--- src/hdl/sse_data_event_parser_macros.svh ---
// ----------------------------------------------------------------------------
// Assertion macros shared by the event parser modules.
// ----------------------------------------------------------------------------
`ifndef SSE_DATA_EVENT_PARSER_MACROS_SVH
`define SSE_DATA_EVENT_PARSER_MACROS_SVH

// The condition holds in the same cycle as the trigger.
`define SDEP_ASSERT_SAME(label, clk, rst_n, trig, cond, msg) \
    label: assert property (@(posedge clk) disable iff (!rst_n) (trig) |-> (cond)) \
        else $error(msg);

// The condition holds in the cycle after the trigger.
`define SDEP_ASSERT_NEXT(label, clk, rst_n, trig, cond, msg) \
    label: assert property (@(posedge clk) disable iff (!rst_n) (trig) |=> (cond)) \
        else $error(msg);

`endif

--- src/hdl/sdep_pkg.sv ---
// ----------------------------------------------------------------------------
// sdep_pkg
// Shared types and constants of the event stream data parser.
// ----------------------------------------------------------------------------
`default_nettype none

package sdep_pkg;

    typedef enum logic [2:0] {
        PH_START  = 3'd0,
        PH_PREFIX = 3'd1,
        PH_COLON  = 3'd2,
        PH_VALUE  = 3'd3,
        PH_SKIP   = 3'd4
    } t_phase;

    typedef enum logic [1:0] {
        KIND_DATA = 2'd0,
        KIND_END  = 2'd1,
        KIND_DONE = 2'd2
    } t_kind;

    localparam logic [7:0] CHR_LF    = 8'h0A;
    localparam logic [7:0] CHR_CR    = 8'h0D;
    localparam logic [7:0] CHR_SPACE = 8'h20;

    localparam logic [2:0] DATA_TAG_LEN = 3'd5;
    localparam logic [2:0] DONE_TAG_LEN = 3'd6;

    // One command per input byte: held done-tag bytes to replay, up to two
    // literal data bytes, then an optional event marker.
    typedef struct packed {
        logic [2:0] flush_n;
        logic       b0_v;
        logic [7:0] b0;
        logic       b1_v;
        logic [7:0] b1;
        logic       mark_v;
        t_kind      mark;
    } t_cmd;

    function automatic logic [7:0] done_tag(input logic [2:0] idx);
        logic [7:0] c;
        case (idx)
            3'd0:    c = 8'h5B; // [
            3'd1:    c = 8'h44; // D
            3'd2:    c = 8'h4F; // O
            3'd3:    c = 8'h4E; // N
            3'd4:    c = 8'h45; // E
            3'd5:    c = 8'h5D; // ]
            default: c = 8'h00;
        endcase
        return c;
    endfunction

endpackage

`default_nettype wire

--- src/hdl/sdep_front.sv ---
// ----------------------------------------------------------------------------
// sdep_front
// Accepts raw bytes, tracks line and event state and turns each byte into a
// compact output command.
// ----------------------------------------------------------------------------
`default_nettype none
`include "sse_data_event_parser_macros.svh"

module sdep_front (
    input  wire logic          i_clk,
    input  wire logic          i_rst_n,
    input  wire logic          i_in_valid,
    input  wire logic [7:0]    i_rx_byte,
    input  wire logic          i_q_full,
    output logic               o_in_stall,
    output logic               o_push,
    output sdep_pkg::t_cmd     o_cmd
);
    import sdep_pkg::*;

    typedef struct packed {
        t_phase     phase;
        logic [2:0] prefix_pos;
        logic       cr_held;
        logic       have_data;
        logic [2:0] done_count;
        logic       done_broken;
    } t_state;

    typedef struct packed {
        t_state st;
        t_cmd   cmd;
    } t_work;

    function automatic logic [7:0] data_tag(input logic [2:0] idx);
        logic [7:0] c;
        case (idx)
            3'd0:    c = 8'h64; // d
            3'd1:    c = 8'h61; // a
            3'd2:    c = 8'h74; // t
            3'd3:    c = 8'h61; // a
            3'd4:    c = 8'h3A; // :
            default: c = 8'h00;
        endcase
        return c;
    endfunction

    function automatic t_work f_append(input t_work w_in, input logic [7:0] b);
        t_work w;
        w = w_in;
        if (!w.cmd.b0_v) begin
            w.cmd.b0_v = 1'b1;
            w.cmd.b0   = b;
        end else begin
            w.cmd.b1_v = 1'b1;
            w.cmd.b1   = b;
        end
        return w;
    endfunction

    function automatic t_work f_value(input t_work w_in, input logic [7:0] b);
        t_work w;
        w = w_in;
        if (w.st.done_broken) begin
            w = f_append(w, b);
        end else if (w.st.done_count < DONE_TAG_LEN && b == done_tag(w.st.done_count)) begin
            w.st.done_count = w.st.done_count + 3'd1;
        end else begin
            w.st.done_broken = 1'b1;
            w.cmd.flush_n    = w.st.done_count;
            w.st.done_count  = 3'd0;
            w = f_append(w, b);
        end
        return w;
    endfunction

    function automatic t_work f_line(input t_work w_in, input logic [7:0] b);
        t_work w;
        w = w_in;
        unique case (w.st.phase)
            PH_START: begin
                if (b == data_tag(3'd0)) begin
                    w.st.phase      = PH_PREFIX;
                    w.st.prefix_pos = 3'd1;
                end else begin
                    w.st.phase = PH_SKIP;
                end
            end
            PH_PREFIX: begin
                if (w.st.prefix_pos < DATA_TAG_LEN && b == data_tag(w.st.prefix_pos)) begin
                    w.st.prefix_pos = w.st.prefix_pos + 3'd1;
                    if (w.st.prefix_pos == DATA_TAG_LEN) begin
                        // A further data line in the same event is joined by LF.
                        if (w.st.have_data) begin
                            w = f_value(w, CHR_LF);
                        end
                        w.st.have_data = 1'b1;
                        w.st.phase     = PH_COLON;
                    end
                end else begin
                    w.st.phase = PH_SKIP;
                end
            end
            PH_COLON: begin
                w.st.phase = PH_VALUE;
                if (b != CHR_SPACE) begin
                    w = f_value(w, b);
                end
            end
            PH_VALUE: begin
                w = f_value(w, b);
            end
            default: begin
                w.st.phase = PH_SKIP;
            end
        endcase
        return w;
    endfunction

    function automatic t_work f_line_end(input t_work w_in);
        t_work w;
        w = w_in;
        if (w.st.phase == PH_START && w.st.have_data) begin
            w.cmd.mark_v = 1'b1;
            if (!w.st.done_broken && w.st.done_count == DONE_TAG_LEN) begin
                w.cmd.mark = KIND_DONE;
            end else begin
                if (!w.st.done_broken) begin
                    w.cmd.flush_n = w.st.done_count;
                end
                w.cmd.mark = KIND_END;
            end
            w.st.have_data   = 1'b0;
            w.st.done_count  = 3'd0;
            w.st.done_broken = 1'b0;
        end
        w.st.phase      = PH_START;
        w.st.prefix_pos = 3'd0;
        return w;
    endfunction

    t_state r_st;
    t_state n_st;
    t_work  w_step;
    logic   accept;

    assign o_in_stall = i_q_full;
    assign accept     = i_in_valid && !i_q_full;

    always_comb begin
        w_step.st  = r_st;
        w_step.cmd = '0;
        if (i_rx_byte == CHR_LF) begin
            w_step.st.cr_held = 1'b0;
            w_step = f_line_end(w_step);
        end else if (i_rx_byte == CHR_CR) begin
            // A CR after a held CR releases the older one as a line byte.
            if (r_st.cr_held) begin
                w_step = f_line(w_step, CHR_CR);
            end
            w_step.st.cr_held = 1'b1;
        end else begin
            if (r_st.cr_held) begin
                w_step.st.cr_held = 1'b0;
                w_step = f_line(w_step, CHR_CR);
            end
            w_step = f_line(w_step, i_rx_byte);
        end
        n_st   = w_step.st;
        o_cmd  = w_step.cmd;
        o_push = accept && (w_step.cmd.flush_n != 3'd0 || w_step.cmd.b0_v
                            || w_step.cmd.mark_v);
    end

    always_ff @(posedge i_clk) begin
        if (!i_rst_n) begin
            // All fields clear; the line start phase is encoded as zero.
            r_st <= '0;
        end else if (accept) begin
            r_st <= n_st;
        end
    end

    `SDEP_ASSERT_NEXT(a_lf_resets_line, i_clk, i_rst_n, accept && i_rx_byte == CHR_LF,
        !r_st.cr_held && r_st.phase == PH_START && r_st.prefix_pos == 3'd0,
        "line state not cleared after LF")
    `SDEP_ASSERT_SAME(a_done_count_range, i_clk, i_rst_n, 1'b1,
        r_st.done_count <= DONE_TAG_LEN, "held done-tag count out of range")
    `SDEP_ASSERT_SAME(a_broken_holds_nothing, i_clk, i_rst_n, r_st.done_broken,
        r_st.done_count == 3'd0, "bytes held after the done match broke")

endmodule

`default_nettype wire

--- src/hdl/sdep_queue.sv ---
// ----------------------------------------------------------------------------
// sdep_queue
// Small command queue between the classifying front and the output sequencer.
// ----------------------------------------------------------------------------
`default_nettype none
`include "sse_data_event_parser_macros.svh"

module sdep_queue #(
    parameter int DEPTH = 4
) (
    input  wire logic          i_clk,
    input  wire logic          i_rst_n,
    input  wire logic          i_push,
    input  wire sdep_pkg::t_cmd i_cmd,
    input  wire logic          i_pop,
    output logic               o_full,
    output logic               o_valid,
    output sdep_pkg::t_cmd     o_cmd
);
    import sdep_pkg::*;

    localparam int PW = (DEPTH > 1) ? $clog2(DEPTH) : 1;
    localparam int CW = $clog2(DEPTH + 1);
    localparam logic [CW-1:0] DEPTH_C = CW'(DEPTH);
    localparam logic [PW-1:0] LAST_C  = PW'(DEPTH - 1);

    t_cmd          r_mem [DEPTH];
    logic [PW-1:0] r_wr_ptr;
    logic [PW-1:0] r_rd_ptr;
    logic [CW-1:0] r_count;
    logic [CW-1:0] n_count;

    assign o_full  = (r_count == DEPTH_C);
    assign o_valid = (r_count != '0);
    assign o_cmd   = r_mem[r_rd_ptr];

    always_comb begin
        n_count = r_count;
        if (i_push && !i_pop) begin
            n_count = r_count + CW'(1);
        end else if (!i_push && i_pop) begin
            n_count = r_count - CW'(1);
        end
    end

    always_ff @(posedge i_clk) begin
        if (i_push) begin
            r_mem[r_wr_ptr] <= i_cmd;
        end
    end

    always_ff @(posedge i_clk) begin
        if (!i_rst_n) begin
            r_wr_ptr <= '0;
            r_rd_ptr <= '0;
            r_count  <= '0;
        end else begin
            if (i_push) begin
                r_wr_ptr <= (r_wr_ptr == LAST_C) ? '0 : r_wr_ptr + PW'(1);
            end
            if (i_pop) begin
                r_rd_ptr <= (r_rd_ptr == LAST_C) ? '0 : r_rd_ptr + PW'(1);
            end
            r_count <= n_count;
        end
    end

    `SDEP_ASSERT_SAME(a_no_overflow, i_clk, i_rst_n, i_push, !o_full,
        "command pushed into a full queue")
    `SDEP_ASSERT_SAME(a_no_underflow, i_clk, i_rst_n, i_pop, o_valid,
        "command popped from an empty queue")

endmodule

`default_nettype wire

--- src/hdl/sdep_back.sv ---
// ----------------------------------------------------------------------------
// sdep_back
// Expands queued commands into result transactions, one per cycle while the
// output is not stalled, through an output register.
// ----------------------------------------------------------------------------
`default_nettype none
`include "sse_data_event_parser_macros.svh"

module sdep_back (
    input  wire logic          i_clk,
    input  wire logic          i_rst_n,
    input  wire logic          i_q_valid,
    input  wire sdep_pkg::t_cmd i_q_cmd,
    output logic               o_pop,
    input  wire logic          i_out_stall,
    output logic               o_out_valid,
    output logic [1:0]         o_kind,
    output logic [7:0]         o_data_byte,
    output logic               o_last
);
    import sdep_pkg::*;

    logic [2:0] r_pos;
    logic       r_out_valid;
    logic [1:0] r_kind;
    logic [7:0] r_data_byte;
    logic       r_last;

    logic       load;
    logic [3:0] total;
    logic [3:0] lit_idx;
    logic       is_last;
    t_kind      n_kind;
    logic [7:0] n_byte;

    assign load  = i_q_valid && (!r_out_valid || !i_out_stall);
    assign total = {1'b0, i_q_cmd.flush_n} + {3'b0, i_q_cmd.b0_v}
                   + {3'b0, i_q_cmd.b1_v} + {3'b0, i_q_cmd.mark_v};
    assign is_last = ({1'b0, r_pos} == total - 4'd1);
    assign o_pop   = load && is_last;
    assign lit_idx = {1'b0, r_pos} - {1'b0, i_q_cmd.flush_n};

    // Replayed done-tag bytes first, then literal bytes, then the marker.
    always_comb begin
        n_kind = KIND_DATA;
        n_byte = 8'h00;
        if (r_pos < i_q_cmd.flush_n) begin
            n_byte = done_tag(r_pos);
        end else if (lit_idx == 4'd0 && i_q_cmd.b0_v) begin
            n_byte = i_q_cmd.b0;
        end else if (lit_idx == 4'd1 && i_q_cmd.b1_v) begin
            n_byte = i_q_cmd.b1;
        end else begin
            n_kind = i_q_cmd.mark;
        end
    end

    always_ff @(posedge i_clk) begin
        if (!i_rst_n) begin
            r_pos       <= 3'd0;
            r_out_valid <= 1'b0;
        end else begin
            if (load) begin
                r_pos       <= is_last ? 3'd0 : r_pos + 3'd1;
                r_out_valid <= 1'b1;
            end else if (!i_out_stall) begin
                r_out_valid <= 1'b0;
            end
        end
    end

    always_ff @(posedge i_clk) begin
        if (load) begin
            r_kind      <= n_kind;
            r_data_byte <= n_byte;
            r_last      <= is_last;
        end
    end

    assign o_out_valid = r_out_valid;
    assign o_kind      = r_kind;
    assign o_data_byte = r_data_byte;
    assign o_last      = r_last;

    `SDEP_ASSERT_SAME(a_pos_within_cmd, i_clk, i_rst_n, r_pos != 3'd0,
        i_q_valid && {1'b0, r_pos} < total, "result position outside current command")

endmodule

`default_nettype wire

--- src/hdl/sse_data_event_parser.sv ---
// ----------------------------------------------------------------------------
// sse_data_event_parser
// Streaming parser that extracts the data of server-sent events from a byte
// stream.
// ----------------------------------------------------------------------------
// The parser takes one raw stream byte per transaction and can accept a byte
// in every cycle. Each byte is classified in the cycle it is accepted: line
// endings (LF, with one preceding CR stripped), the "data:" prefix, comment and
// other lines, and the held-back "[DONE]" match are all resolved there, and the
// byte becomes one command describing its results. Commands wait in a queue of
// DEPTH entries; bytes that cause no result do not enter it. The output side
// turns a command into its results at one result transaction per cycle while
// the output is not stalled, so a byte that releases held "[DONE]" bytes or
// ends an event occupies the output for all of its results (at most eight).
// The input is stalled only while the command queue is full, which happens
// when such bursts or a stalled output outpace the input. Each result
// carries a kind (data byte, end of data event, done event), the data byte
// for data results and zero otherwise, and a last flag that marks the final
// result caused by one input byte.
// ----------------------------------------------------------------------------
`default_nettype none

module sse_data_event_parser #(
    parameter int DEPTH = 4
) (
    input  wire logic       i_clk,
    input  wire logic       i_rst_n,
    // Input byte channel.
    input  wire logic       i_in_valid,
    output logic            o_in_stall,
    input  wire logic [7:0] i_rx_byte,
    // Result channel.
    output logic            o_out_valid,
    input  wire logic       i_out_stall,
    output logic [1:0]      o_kind,
    output logic [7:0]      o_data_byte,
    output logic            o_last
);
    import sdep_pkg::*;

    t_cmd front_cmd;
    t_cmd q_cmd;
    logic front_push;
    logic q_full;
    logic q_valid;
    logic q_pop;

    // Front: line and event tracking, one byte per cycle while the queue has room.
    sdep_front u_front (
        .i_clk      (i_clk),
        .i_rst_n    (i_rst_n),
        .i_in_valid (i_in_valid),
        .i_rx_byte  (i_rx_byte),
        .i_q_full   (q_full),
        .o_in_stall (o_in_stall),
        .o_push     (front_push),
        .o_cmd      (front_cmd)
    );

    // Queue: decouples classification from result delivery.
    sdep_queue #(
        .DEPTH (DEPTH)
    ) u_queue (
        .i_clk   (i_clk),
        .i_rst_n (i_rst_n),
        .i_push  (front_push),
        .i_cmd   (front_cmd),
        .i_pop   (q_pop),
        .o_full  (q_full),
        .o_valid (q_valid),
        .o_cmd   (q_cmd)
    );

    // Back: sequences the results of each command into the output register.
    sdep_back u_back (
        .i_clk       (i_clk),
        .i_rst_n     (i_rst_n),
        .i_q_valid   (q_valid),
        .i_q_cmd     (q_cmd),
        .o_pop       (q_pop),
        .i_out_stall (i_out_stall),
        .o_out_valid (o_out_valid),
        .o_kind      (o_kind),
        .o_data_byte (o_data_byte),
        .o_last      (o_last)
    );

endmodule

`default_nettype wire

--- config.mk ---
export PLATFORM = sky130hd
export DESIGN_NAME = sse_data_event_parser
export DESIGN_NICKNAME = d
export VERILOG_FILES = /design/src/hdl/sdep_pkg.sv /design/src/hdl/sdep_front.sv /design/src/hdl/sdep_queue.sv /design/src/hdl/sdep_back.sv /design/src/hdl/sse_data_event_parser.sv
export VERILOG_INCLUDE_DIRS = /design/src /design/src/hdl
export SDC_FILE = /design/constraint.sdc
export NUM_CORES = 1
export LEC_CHECK = 0
export ABC_AREA = 0
export BUFFER_PORTS_ARGS = -buffer_cell sky130_fd_sc_hd__buf_2
export CAP_MARGIN = 5
export CORE_MARGIN = 8
export CORE_UTILIZATION = 55
export CTS_CLUSTER_DIAMETER = 40
export DETAILED_ROUTE_END_ITERATION = 6
export GPL_TIMING_DRIVEN = 0
export PLACE_DENSITY = 0.71
export SLEW_MARGIN = 20
export SYNTH_ARGS = -nofsm -noshare
export SYNTH_HDL_FRONTEND = slang
export SYNTH_HIERARCHICAL = 1
export SYNTH_SLANG_ARGS = --single-unit
--- constraint.sdc ---
create_clock -name i_clk -period 6.7 [get_ports i_clk]
set_input_delay 1.34 -clock i_clk [delete_from_list [all_inputs] [get_ports i_clk]]
set_output_delay 1.34 -clock i_clk [all_outputs]
set_load 0.03 [all_outputs]
# Word-level counts from Yosys, hierarchy flattened
# Memory sizes are Yosys's and may differ from the RTL's. A register that Yosys moved wholly into a read port is not among the register bits.
# Index checks and enable logic that the tools add are counted.
[word_totals] reg_bits=34 latch_bits=0 ram_bits=96 mem_bits_ro=0 input_bits=12 out_inout_bits=13 wordCells=284 memories=1
[classes] addsub=14 n_mul=0 n_div=0 order_cmp=5 eq_ne=69 shift=0 n_mux=131 n_bitwise=0 n_reduce_logical=50
[memory_table] name="u_queue.r_mem" depth=4 word_bits=24 rd=1 rd_clocked_by_memory_dff=1 wr=1 line_no="sdep_queue.sv:27" rtl="t_cmd r_mem [DEPTH];"
[op_table] operator="8-bit two-way mux" count=54
[op_table] operator="28-bit two-way mux" count=13
[op_table] operator="36-bit two-way mux" count=9
[op_table] operator="25-bit two-way mux" count=9
[op_table] operator="33-bit case mux with 3 select lines" count=2
[op_table] operator="7-bit case mux with 6 select lines" count=3
[op_table] operator="33-bit two-way mux" count=3
[op_table] operator="30-bit case mux with 3 select lines" count=1
[op_table] operator="4-bit by 8-bit equality test with 1-bit output (first input constant)" count=9
[op_table] operator="3-bit two-way mux" count=20
[op_table] operator="7-bit case mux with 4 select lines" count=2
[op_table] operator="3-bit by 2-bit equality test with 1-bit output (second input constant)" count=14
[op_table] operator="3-bit equality test (second input constant)" count=12
[op_table] operator="8-bit equality test" count=3
[op_table] operator="3-bit case mux with 4 select lines" count=2
[op_table] operator="1-bit logical AND" count=22
[op_table] operator="3-bit by 1-bit equality test with 1-bit output (second input constant)" count=7
[op_table] operator="3-bit zero test" count=7
[op_table] operator="3-bit by 1-bit adder with 3-bit output (second input constant)" count=6
[op_table] operator="9-bit two-way mux" count=2
[op_table] operator="3-bit case mux with 3 select lines" count=2
[op_table] operator="8-bit by 4-bit equality test with 1-bit output (second input constant)" count=2
[op_table] operator="3-bit by 2-bit != test with 1-bit output (second input constant)" count=5
[op_table] operator="3-bit less-than comparator (second input constant)" count=4
[op_table] operator="33 further kinds" count=56

# Depth between registers and ports, before layout
[depth] ltp_word=55 mapped_depth=24 mapped_depth_nobuf=23

# By module
# Netlist, hierarchy kept.
[modules_own_cells] module="sdep_queue" instances=1 cells_per_inst=170 area_each_um2=3962.6 seq_area_each_um2=3062.9
[modules_own_cells] module="sdep_front" instances=1 cells_per_inst=351 area_each_um2=2394.8 seq_area_each_um2=240.2
[modules_own_cells] module="sdep_back" instances=1 cells_per_inst=103 area_each_um2=1129.8 seq_area_each_um2=410.4

# Worst setup path before layout
# No wires, ideal clock.
[synth_path] path_type="flip-flop to flip-flop" from="register u_front/r_st[2] (netlist bit)" to="register u_queue.r_count[2]" setup_ps=76 arrival_ps=4580 required_time_ps=6624 path_slack_ps=2044 stages_incl_launch_ff=21 path_buffers=0 period_less_slack_ps=4656 path_cell_list="dfxtp_1 inv_1 ha_1 a221o_1 nor2_1 nand2_1 o21ai_0 ha_1 nor3b_1 a211oi_1 xnor2_1 nand4b_1 or3_1 o21ai_2 a31oi_1 ha_1 inv_1 fa_1 xor2_1 or3_1 a21boi_0"
[synth_between] elab_chain_len=47 elab_cells_between_ends=128 cone_classes="add/sub (1); order compare (2); eq/ne (20); mux (85); reduce/logical (20)"
[synth_rtl] item="start, declared" line_no="sdep_front.sv:142" rtl="t_state r_st;"
[synth_rtl] item="start signal, assigned" line_no="sdep_front.sv:180" rtl="r_st <= n_st;"
[synth_rtl] item="3-bit equality test (tied with other cells)" line_no="sdep_pkg.sv:44" rtl="case (idx)"
[synth_rtl] item="7-bit case mux with 6 select lines" line_no="sdep_pkg.sv:44"
[synth_rtl] item="8-bit two-way mux" line_no="sdep_front.sv:64" rtl="if (w.st.done_broken) begin"
[synth_rtl] item="8-bit two-way mux" line_no="sdep_front.sv:94" rtl="if (w.st.have_data) begin"
[synth_rtl] item="8-bit two-way mux" line_no="sdep_front.sv:92" rtl="if (w.st.prefix_pos == DATA_TAG_LEN) begin"
[synth_rtl] item="8-bit two-way mux" line_no="sdep_front.sv:90" rtl="if (w.st.prefix_pos < DATA_TAG_LEN && b == data_tag(w.st.prefix_pos)) begin"
[synth_rtl] item="8-bit two-way mux" line_no="sdep_front.sv:80" rtl="unique case (w.st.phase)"
[synth_rtl] item="8-bit two-way mux" line_no="sdep_front.sv:163" rtl="if (r_st.cr_held) begin"
[synth_rtl] item="[... 32 more ...]"
[synth_rtl] item="3-bit nonzero test" line_no="sdep_front.sv:171" rtl="o_push = accept && (w_step.cmd.flush_n != 3'd0 || w_step.cmd.b0_v"
[synth_rtl] item="1-bit logical OR" line_no="sdep_front.sv:171"
[synth_rtl] item="1-bit logical OR (*)" line_no="sdep_front.sv:172" rtl="|| w_step.cmd.mark_v);"
[synth_rtl] item="1-bit logical AND (*)" line_no="sdep_front.sv:171"
[synth_rtl] item="via front_push" line_no="sse_data_event_parser.sv:43" rtl="logic front_push;"
[synth_rtl] item="1-bit zero test" line_no="sdep_queue.sv:41" rtl="end else if (!i_push && i_pop) begin"
[synth_rtl] item="1-bit logical AND" line_no="sdep_queue.sv:41"
[synth_rtl] item="2-bit nonzero test (no source line)"
[synth_rtl] item="end signal, assigned" line_no="sdep_queue.sv:64" rtl="r_count <= n_count;"
[synth_rtl] item="end, declared" line_no="sdep_queue.sv:30" rtl="logic [CW-1:0] r_count;"
# Mark *: on every way through the listed nets, which the timed path passes. The rest lies on a longest branch. The select of a mux whose other input is x is not followed.
# A chain may end at the register's enable or synchronous reset.

# Final worst setup path
# Ends and elaborated chain as after synthesis.

==> metrics <==
Synth Area in Compound Gates 0.122; synthesized net count 675; max cap viols 0; Nets 714; yosys warns 6; num rows 42; Hold Startpoint u_front/r_st[7]$_SDFFE_PN0P_; Max clock buf depth 2; Final period util 0.860; Finished Layout Cells 852; fraction of registers with async set/reset 0; WL/cell 19.4 µm; GR Overflow Total 0; Die Width 133 µm; vias 5065; final number of hold-violating endpoints 0; maximum vdd drop 0.000151 V; global-route wire length before repair 26900 µm; post-DP HPWL 12000 µm; outcome completed; FF-to-FF End u_queue/r_count[2]$_SDFFE_PN0P_; core footprint 13300 µm²; CTS buffer count 17; starting density of the core 0.563; Setup Buffers After CTS 0; Die H 133 µm; Clock Sinks 132; Reg2Reg Setup Slack 940 ps; Hold-fix buffers, CTS 0; DR pass1 iterations 5; TritonCTS clock tree built; critical path type reg -> reg; clock latency on the worst-skew pair 410 ps; crit path from u_front/r_st[2]$_SDFFE_PN0P_; largest family of logic cells by synthesized area simple AND/OR/NAND/NOR gates; synth unique cells 78; XOR/XNOR Fraction of Synth Area 0.0149; layout cells sized above 1 0.200; Synth Area in Simple Gates 0.139; worst min path class reg -> reg; Crit. End Element flop; final WL 16600 µm; Mapped Area 7490 µm²; PwrDens 220 nW/µm²; H-Tree Depth 4; number of global-route vias before repair 5229; Pins Over Slew Limit 0; Post-synth EDFFs 107; register area share after synthesis 0.496; post-synthesis register bit count 132; Cells after Synth 624; commonest non-fill, non-tap cell in the layout edfxtp_1; Least-Margin Pin Slew 856 ps; GR Util All Layers 0.193; area grow syn2layout 12.6%; leakage 3.22 nW; placed cell area 7810 µm²; Root Buffer clkbuf_16; Avg Cell Area, Syn 12.0 µm²; Required @ worst endpoint 7020 ps; CP Max Fanout 9; Port Buffer Count 20; gpl congestion 0.925; placed cells 820; # IOs 25; Initial DRC Count 376; Post-Route Setup TNS 0 ps; initial antenna violation count 0; unrepaired setup endpoints after global routing no; drt drc 0; Hold Crit Depth 2; Max Fclk 0.174 GHz; Clock Skews 8.50 ps; commonest cells after routing, fill and taps aside edfxtp_1, nor2_1, nand2_1; # diodes 0; Setup Viol. Count Final 0; crit path DAT 6080 ps; mux cell area share after synthesis 0.0934; Worst-path clk slew 60 ps; Post-Synth Adder-Cell Area 0.0702; FF-to-FF path depth 22; Antenna Nets Post-Route 0; Via density 5.94; Hold Crit Endpoint u_front/r_st[7]$_SDFFE_PN0P_; die area 17600 µm²; Period minus WS final 5760 ps; Design Area, Final 8430 µm²; largest net degree at the start of global routing 25; R2R Path Start u_front/r_st[2]$_SDFFE_PN0P_; most used flip-flop cell after synthesis edfxtp_1; Worst setup SP type flop; Post-CTS Resized 0; Slew HR 0.423
## final cells by class
cell class	count	area, µm²
multi-input cells	404	3300
well taps	176	220
fillers	1075	4870
flip-flops and latches	132	3710
clock buffers	23	520
inverters	41	154
plain buffers	47	328
clock inverters	9	87.6
repair buffers	20	100
## state kept, by name, summed over array words and instances, names as in the netlist, named ones only
name,count
u_front/r_st,12
u_back/o_out_valid,1
u_back/o_kind,2
u_back/o_last,1
u_queue/r_count,3
u_back/o_data_byte,8
u_back/r_pos,3
u_queue/r_wr_ptr,2
u_queue/r_rd_ptr,2
u_queue/r_mem,96
## worst max-delay path, cell delays in order, from the launching register on
cell      delay, ps
dfxtp_1         560
inv_1           160
ha_1            220
mux2i_1         190
a221o_1         340
nor2_1          130
nand2_1          80
o21ai_0         300
ha_1            370
nor2b_1         200
nor2_1           60
a211oi_1        440
xnor2_1         140
nand4b_1        210
or3_1           170
o21ai_2         100
a31oi_1         580
ha_1            300
inv_1            60
fa_1            370
xor2_1          160
or3_1           300
a21boi_0        210
## logic make-up after synthesis
| kind of cell | Yosys count |
|---|---|
| and+or+nand+nor | 195 |
| AOI/OAI and AO/OA | 121 |
| xor gates and xnor gates | 11 |
| adders and majority gates | 39 |
| DFF | 132 |
| muxes | 38 |
| buffers and inverters | 88 |
## how the worst max path moves through the flow
stage	end	slack [ps]	cells past startpoint
after floorplan	u_queue/r_count[2]$_SDFFE_PN0P_	2040	20
after global placement	u_queue/r_mem[0][5]$_DFFE_PP_	1080	15
after detailed placement	u_queue/r_count[2]$_SDFFE_PN0P_	1130	22
after CTS	u_queue/r_count[2]$_SDFFE_PN0P_	1090	20
after global routing	u_queue/r_count[2]$_SDFFE_PN0P_	580	20
final	u_queue/r_count[2]$_SDFFE_PN0P_	940	22
## synthesized netlist by cell type (all sizes together) (3+ instances only)
cell type / number / share of area
a2111oi: 3 / 0.0052
a211oi: 4 / 0.0040
a21boi: 5 / 0.0050
a21oi: 29 / 0.019
a221o: 8 / 0.011
a221oi: 5 / 0.0090
a22o: 3 / 0.0035
a31oi: 6 / 0.0050
a32oi: 3 / 0.0035
and2: 12 / 0.010
and3: 8 / 0.0067
buf: 35 / 0.038
clkbuf: 12 / 0.0060
dfxtp: 25 / 0.067
edfxtp: 107 / 0.43
fa: 5 / 0.013
ha: 34 / 0.057
inv: 41 / 0.021
mux2: 3 / 0.0045
mux2i: 11 / 0.015
mux4: 24 / 0.074
nand2: 41 / 0.021
nand2b: 9 / 0.0075
nand3: 9 / 0.0067
nand3b: 4 / 0.0040
nand4: 7 / 0.0058
nor2: 52 / 0.026
nor2b: 13 / 0.011
nor3: 14 / 0.010
nor3b: 4 / 0.0040
nor4: 6 / 0.0070
o211a: 3 / 0.0040
o211ai: 4 / 0.0040
o21ai: 24 / 0.018
or3: 7 / 0.0058
xnor2: 3 / 0.0035
xor2: 7 / 0.0082
## per-stage QoR
| stage | power, mW | hold WS, ps | util | setup WS (ps) |
|---|---|---|---|---|
| 2_1_floorplan | 0.926 | 467 | - | 2040 |
| 3_3_place_gp | 0.942 | 478 | 0.587 | 1080 |
| 3_5_place_dp | 0.943 | 507 | 0.588 | 1130 |
| 4_1_cts | 1.87 | 515 | 0.633 | 1090 |
| 5_1_grt | 1.91 | 557 | 0.634 | 579 |
| 6_report | 1.85 | 516 | 0.634 | 940 |
## power by group
group          internal [mW]  leakage (nW)  total, mW  switching (mW)
clock network          0.587         0.305      0.927           0.340
registers              0.875          1.34      0.877         0.00138
logic                 0.0164          1.57     0.0506          0.0343
total                   1.48          3.22       1.85           0.375
## metal layers
metal | routed length, µm | track usage | up-vias
met4 | 350 | 0.0719 | 0
met2 | 8400 | 0.333 | 147
met3 | 881 | 0.0511 | 31
met1 | 6920 | 0.226 | 2476
met5 | 0 | 0 | -
li1 | - | - | 2411
(Power assumes the default switching activity.)
